### config.mk
export PLATFORM = sky130hd
export DESIGN_NAME = smax_avg
export DESIGN_NICKNAME = d
export VERILOG_FILES = /design/src/rtl/smax_pkg.sv /design/src/rtl/smax_avg.sv
export SDC_FILE = /design/constraint.sdc
export NUM_CORES = 2
export LEC_CHECK = 0
export BUFFER_PORTS_ARGS = -buffer_cell sky130_fd_sc_hd__buf_2
export CAP_MARGIN = 40
export CELL_PAD_IN_SITES_DETAIL_PLACEMENT = 1
export CELL_PAD_IN_SITES_GLOBAL_PLACEMENT = 1
export CORE_MARGIN = 3
export CORE_UTILIZATION = 37
export DETAILED_ROUTE_END_ITERATION = 7
export GPL_ROUTABILITY_DRIVEN = 0
export PLACE_DENSITY_LB_ADDON = 0.1
export SLEW_MARGIN = 15
export SYNTH_ARGS = -nofsm -noshare
export SYNTH_HDL_FRONTEND = slang
export SYNTH_SLANG_ARGS = --single-unit
### constraint.sdc
create_clock -name aclk -period 8.3 [get_ports aclk]
set_input_delay 0 -clock aclk [delete_from_list [all_inputs] [get_ports aclk]]
set_output_delay 0 -clock aclk [all_outputs]
set_load 0.03 [all_outputs]
### src/rtl/smax_pkg.sv
// shared types and constants of the sma crossover signal block
// no dependencies; imported by every rtl module of the block

package smax_pkg;

    // field and register widths
    localparam int PERIOD_BITS   = 9;
    localparam int PRICE_IN_BITS = 32;
    localparam int SIG_BITS      = 2;
    localparam int S_TDATA_BITS  = 32;
    localparam int M_TDATA_BITS  = 8;
    localparam int CFG_ADDR_BITS = 1;

    // register indexes
    localparam logic [CFG_ADDR_BITS-1:0] CFG_FAST = 1'b0;
    localparam logic [CFG_ADDR_BITS-1:0] CFG_SLOW = 1'b1;

    // register reset values
    localparam logic [PERIOD_BITS-1:0] FAST_RESET = 9'd10;
    localparam logic [PERIOD_BITS-1:0] SLOW_RESET = 9'd30;

    // trade signal codes
    localparam logic [SIG_BITS-1:0] SIG_HOLD = 2'd0;
    localparam logic [SIG_BITS-1:0] SIG_BUY  = 2'd1;
    localparam logic [SIG_BITS-1:0] SIG_SELL = 2'd2;

    // relation of fast average to slow average
    localparam logic [1:0] REL_EQUAL = 2'd0;
    localparam logic [1:0] REL_ABOVE = 2'd1;
    localparam logic [1:0] REL_BELOW = 2'd2;
    localparam logic [1:0] REL_NONE  = 2'd3;

    // per-item flags carried down the pipeline
    typedef struct packed {
        logic cfg_ok;     // periods form a usable pair
        logic fast_full;  // fast window start lies in written history
        logic slow_full;  // slow window start lies in written history
        logic warm;       // slow window covered, relation is defined
    } ctl_t;

endpackage

### src/rtl/smax_avg.sv
// window sum stage and cross-multiply stage
// depends on smax_pkg

module smax_avg #(
    parameter int SUM_BITS = 40
) (
    input  logic                                        aclk,
    input  logic                                        load_sum,
    input  logic                                        load_mul,
    input  logic [SUM_BITS-1:0]                         total_in,
    input  logic [SUM_BITS-1:0]                         base_fast,
    input  logic [SUM_BITS-1:0]                         base_slow,
    input  smax_pkg::ctl_t                              ctl_in,
    input  logic [smax_pkg::PERIOD_BITS-1:0]            fast_period,
    input  logic [smax_pkg::PERIOD_BITS-1:0]            slow_period,
    output logic [SUM_BITS+smax_pkg::PERIOD_BITS-1:0]   prod_fast,
    output logic [SUM_BITS+smax_pkg::PERIOD_BITS-1:0]   prod_slow,
    output smax_pkg::ctl_t                              ctl_out
);
    import smax_pkg::*;

    localparam int PROD_BITS = SUM_BITS + PERIOD_BITS;

    logic [SUM_BITS-1:0]  fast_sum_reg, slow_sum_reg;
    logic [PROD_BITS-1:0] prod_fast_reg, prod_slow_reg;
    ctl_t                 ctl_sum_reg, ctl_mul_reg;

    // totals wrap, the difference is still the exact window sum
    always_ff @(posedge aclk) begin
        if (load_sum) begin
            fast_sum_reg <= total_in - (ctl_in.fast_full ? base_fast : '0);
            slow_sum_reg <= total_in - (ctl_in.slow_full ? base_slow : '0);
            ctl_sum_reg  <= ctl_in;
        end
    end

    always_ff @(posedge aclk) begin
        if (load_mul) begin
            prod_fast_reg <= PROD_BITS'(fast_sum_reg) * PROD_BITS'(slow_period);
            prod_slow_reg <= PROD_BITS'(slow_sum_reg) * PROD_BITS'(fast_period);
            ctl_mul_reg   <= ctl_sum_reg;
        end
    end

    assign prod_fast = prod_fast_reg;
    assign prod_slow = prod_slow_reg;
    assign ctl_out   = ctl_mul_reg;

endmodule

# After elaboration in Yosys (flattened, before gate mapping)
# Cells that the tools add are included.
[totals] reg_bits=186 latch_bits=0 mem_bits_rw=0 rom_bits=0 inputBits=145 output_inout_bits=102 word_cells=18 memories=0
[op_classes] n_addsub=2 n_mul=2 n_div=0 n_lt_le_gt_ge=0 n_eq_ne=0 shifts=0 muxes=2 bitwise=0 n_reduce_logical=0
[ops] cell="40-bit by 9-bit multiplier with 49-bit output" count=2
[ops] cell="40-bit 2-to-1 mux" count=2
[ops] cell="40-bit subtractor" count=2

# Longest topological paths before layout
[logic_depth] word_depth=2 ltp_mapped=21

# Worst setup path after synthesis
# Ideal clock, no wire load.
[synth_timing] path_type="register to register" startpoint="register fast_sum_reg[7]" endpoint="register prod_fast_reg[47] (netlist: prod_fast[47]), data pin" t_arrival_ns=4.698 required_time_ns=8.037 setup_slack_ns=3.339 path_stages_with_launch=18 n_path_buf=0 synth_period_minus_slack_ns=4.961 cell_sequence="edfxtp_1 -> and2_1 -> fa_1 -> fa_1 -> fa_1 -> inv_1 -> fa_1 -> inv_1 -> ha_1 -> a2111oi_2 -> o21ai_1 -> a22oi_2 -> nand4_1 -> a41oi_2 -> o21ai_2 -> a31oi_4 -> o221ai_2 -> xor2_1"
[synth_via] elab_chain_len=1
[synth_rtl] item="from (decl)" line_no="smax_avg.sv:24" text="logic [SUM_BITS-1:0] fast_sum_reg, slow_sum_reg;"
[synth_rtl] item="from (signal assigned)" line_no="smax_avg.sv:31" text="fast_sum_reg <= total_in - (ctl_in.fast_full ? base_fast : '0);"
[synth_rtl] item="40-bit by 9-bit multiplier with 49-bit output" line_no="smax_avg.sv:39" text="prod_fast_reg <= PROD_BITS'(fast_sum_reg) * PROD_BITS'(slow_period);"
[synth_rtl] item="to (signal assigned)" line_no="smax_avg.sv:39"
[synth_rtl] item="to (decl)" line_no="smax_avg.sv:25" text="logic [PROD_BITS-1:0] prod_fast_reg, prod_slow_reg;"
# No other way between the ends.
# A chain may end at the register's enable or synchronous reset.

# Worst setup path in the final report
[layout_timing] startpoint="register slow_sum_reg[10]" endpoint="register prod_slow_reg[37] (netlist: prod_slow[37]), data pin"
[layout_via] elab_chain_len=1
[layout_rtl] item="from (decl)" line_no="smax_avg.sv:24"
[layout_rtl] item="from (signal assigned)" line_no="smax_avg.sv:32" text="slow_sum_reg <= total_in - (ctl_in.slow_full ? base_slow : '0);"
[layout_rtl] item="40-bit by 9-bit multiplier with 49-bit output" line_no="smax_avg.sv:40" text="prod_slow_reg <= PROD_BITS'(slow_sum_reg) * PROD_BITS'(fast_period);"
[layout_rtl] item="to (signal assigned)" line_no="smax_avg.sv:40"
[layout_rtl] item="to (decl)" line_no="smax_avg.sv:25"
# No other way between the ends.

==> results.yml <==
routing:
  drc: 0
  wire_per_inst_um: 20.1
  first_pass_iters: 5
  vias_per_cell: 5.03
  vias: 24600
  ant_nets: 0
  drt_iter0_markers: 1078
  drt_wl_total_um: 98100
floorplan:
  die_w_um: 303
  die_area_mm2: 0.0917
  core-area_mm2: 0.0870
  std_cell_rows: 108
  die_y_um: 303
  start_util_pct: 37.5
  ios: 247
critical_path:
  cp.required_ns: 8.55
  worst-endpoint-arrival_ns: 5.99
  rrSetupSlack_ns: 2.56
  cp-end-kind: "flip-flop"
  cp_max_fo: 9
  r2r_start: "slow_sum_reg[10]$_DFFE_PP_"
  worstRegToRegCells: 18
  r2r-end: "prod_slow[37]$_DFFE_PP_"
  startpoint_type: "flip-flop"
  crit_type: "flip-flop to flip-flop"
timing:
  fin_skew_ns: 0.0144
  rsz0062_at_grt: "no"
  slew_headroom_pct: 42.3
  fin_ws_ns: 2.56
  fin_hold_ws_ns: 0.0431
  fmax_mhz: 174
  hold_viol_final: 0
  finalCritPeriodShare_pct: 69.2
  finalSetupTns_ns: 0
  setup_viol: 0
  final_max_slew_viol_count: 0
  timing.final.crit_period_ns: 5.74
  tightest_slew_ns: 0.865
cts:
  cts_buffer_depth: 2
  insertion_delay_ns: 0.51
  cts.sinks: 186
  cts_htree_levels: 4
  cts_tree: "yes"
  clk_pin_slew_worst_paths_ns: 0.08
  numCtsBuffers: 17
  cts-root-buf: "clkbuf_16"
cells_and_area:
  drive_gt1_share_pct: 9.09
  fill_cells: 10100
  nNetsFinal: 4602
  synthToLayoutAreaGrowth_pct: 9.80
grt:
  grt_overflow: 0
  grtUsageMet2_pct: 34.2
  top_usage_layer: "met2"
  grt_max_degree: 56
  grt_pass1_wl_um: 155000
  grt_use_met1_pct: 31.3
  track_usage_pct: 22.1
  antenna_found_initial: 29
  met3_usage_pct: 6.19
  grt_pass1_vias: 26900
synthesis:
  synth_top_cell_area_share_pct: 32.9
  synth.top_cells.by_count: "648 x inv_1, 536 x fa_1, 475 x nand2_1"
  synth_ff_type: "edfxtp_1"
  async_flop_share_pct: 0
  synth_area_leaders: "fa_1 33%, edfxtp_1 17%, and2_1 8.5%, ha_1 8.3%, inv_1 7.5%"
  yosysSeqAreaShare_pct: 17.1
  ys_ff_latch: 186
  yosysTopAreaCell: "fa_1"
  synth-edff-count: 186
  synth_most_common_cell: "inv_1"
  syn_inst: 3547
  ys_types: 83
  postSynthAreaPerCell_um2: 9.19
  syn_nets: 4444
  yosysWarnings: 0
  syn_area_mm2: 0.0326
status:
  status: "finished clean"
run:
  cap_viol_max_count: 0
hold_path:
  min_from: "base_fast[1]"
  holdPathEnd: "fast_sum_reg[1]$_DFFE_PP_"
  min_path_type: "primary input to flip-flop"
  hold_depth: 5
placed_design:
  io_buffers: 246
  dp_slack_ns: 2.30
  dp.final_hpwl_um: 80400
per-layer routing:
metal | wire [µm] | share of wire [%]
met4 | 1140 | 1.2
met5 | 155 | 0.16
met3 | 7060 | 7.2
met2 | 43000 | 44
met1 | 46700 | 48
metrics by stage:
step | instance area (µm²) | instances | utilization (%)
floorplan | 32600 | 3547 | -
global placement | 34800 | 4821 | 40.0
detailed placement | 34900 | 4824 | 40.1
CTS | 35600 | 4864 | 40.9
global route | 35800 | 4877 | 41.1
finish | 35800 | 4886 | 41.1
worst max-delay path by stage:
stage                          startpoint                       to
2_1_floorplan   fast_sum_reg[7]$_DFFE_PP_  prod_fast[47]$_DFFE_PP_
5_1_grt         slow_sum_reg[7]$_DFFE_PP_  prod_slow[37]$_DFFE_PP_
3_5_place_dp               fast_period[0]  prod_slow[37]$_DFFE_PP_
6_report       slow_sum_reg[10]$_DFFE_PP_  prod_slow[37]$_DFFE_PP_
3_3_place_gp               fast_period[0]  prod_slow[37]$_DFFE_PP_
4_1_cts         slow_sum_reg[7]$_DFFE_PP_  prod_slow[37]$_DFFE_PP_
layout by cell type (no fill, tap or decap), types with 9 or more instances in the layout:
cell type / Yosys / routed
o21bai_1: 24 / 24
nor2_1: 87 / 87
o21ai_0: 72 / 72
ha_1: 216 / 216
and3_1: 15 / 15
o21a_1: 17 / 17
a211oi_1: 15 / 15
inv_1: 648 / 648
xnor2_1: 100 / 100
nand2_1: 475 / 475
a21oi_1: 165 / 165
a21o_1: 96 / 96
nor3_1: 17 / 17
nand2b_1: 19 / 19
o31ai_1: 9 / 9
nand4_1: 30 / 30
and2_1: 445 / 445
nor2b_1: 12 / 12
nand3_1: 37 / 37
buf_2: 1 / 244
diode_2: 0 / 13
clkbuf_16: 0 / 17
a31oi_1: 14 / 14
o211ai_1: 9 / 9
o21ai_1: 17 / 17
xor2_1: 50 / 50
edfxtp_1: 186 / 186
fa_1: 536 / 536
worst max-delay path: stages, from the launching register on:
cell       delay [ns]
edfxtp_1         0.57
nand2_1          0.15
fa_1             0.54
inv_1            0.05
fa_1             0.48
fa_1             0.55
inv_1            0.05
fa_1             0.47
inv_1            0.04
ha_1             0.33
a211oi_1         0.22
nor2_1           0.09
o41ai_2          0.28
o22ai_2          0.18
o311ai_2         0.62
a2111oi_2        0.24
nor2b_1          0.33
o21bai_1         0.14
xor2_1           0.15
kinds of logic after synthesis:
group	count (synthesis)	synth area share, %
buf+inv	780	8.99
compound gates	514	10.7
mux	1	0.0307
fa+ha+maj	752	41.2
simple gates	1164	18.0
flops	186	17.1
xor+xnor	150	4.03
layout make-up:
type / count / area, µm² / share of cell area [%]
Sequential cell: 186 / 5590 / 15.6
Inverter: 648 / 2430 / 6.80
Timing Repair Buffer: 271 / 1610 / 4.50
Tap cell: 1155 / 1450 / 4.04
Clock inverter: 15 / 178 / 0.496
Antenna cell: 13 / 32.5 / 0.0909
Clock buffer: 17 / 425 / 1.19
Multi-Input combinational cell: 2581 / 24100 / 67.3
timing repair:
item | CTS | global route
buffers inserted | 0 | 0
hold buffers | 8 | 0
hold endpoints to repair | 14 | 0
resized for setup | 0 | 0
endpoints found under the setup margin | 0 | 0
Power is left out: the tool's default activity adds up to more than one toggle a clock period on the data nets, which glitch-free logic cannot reach.
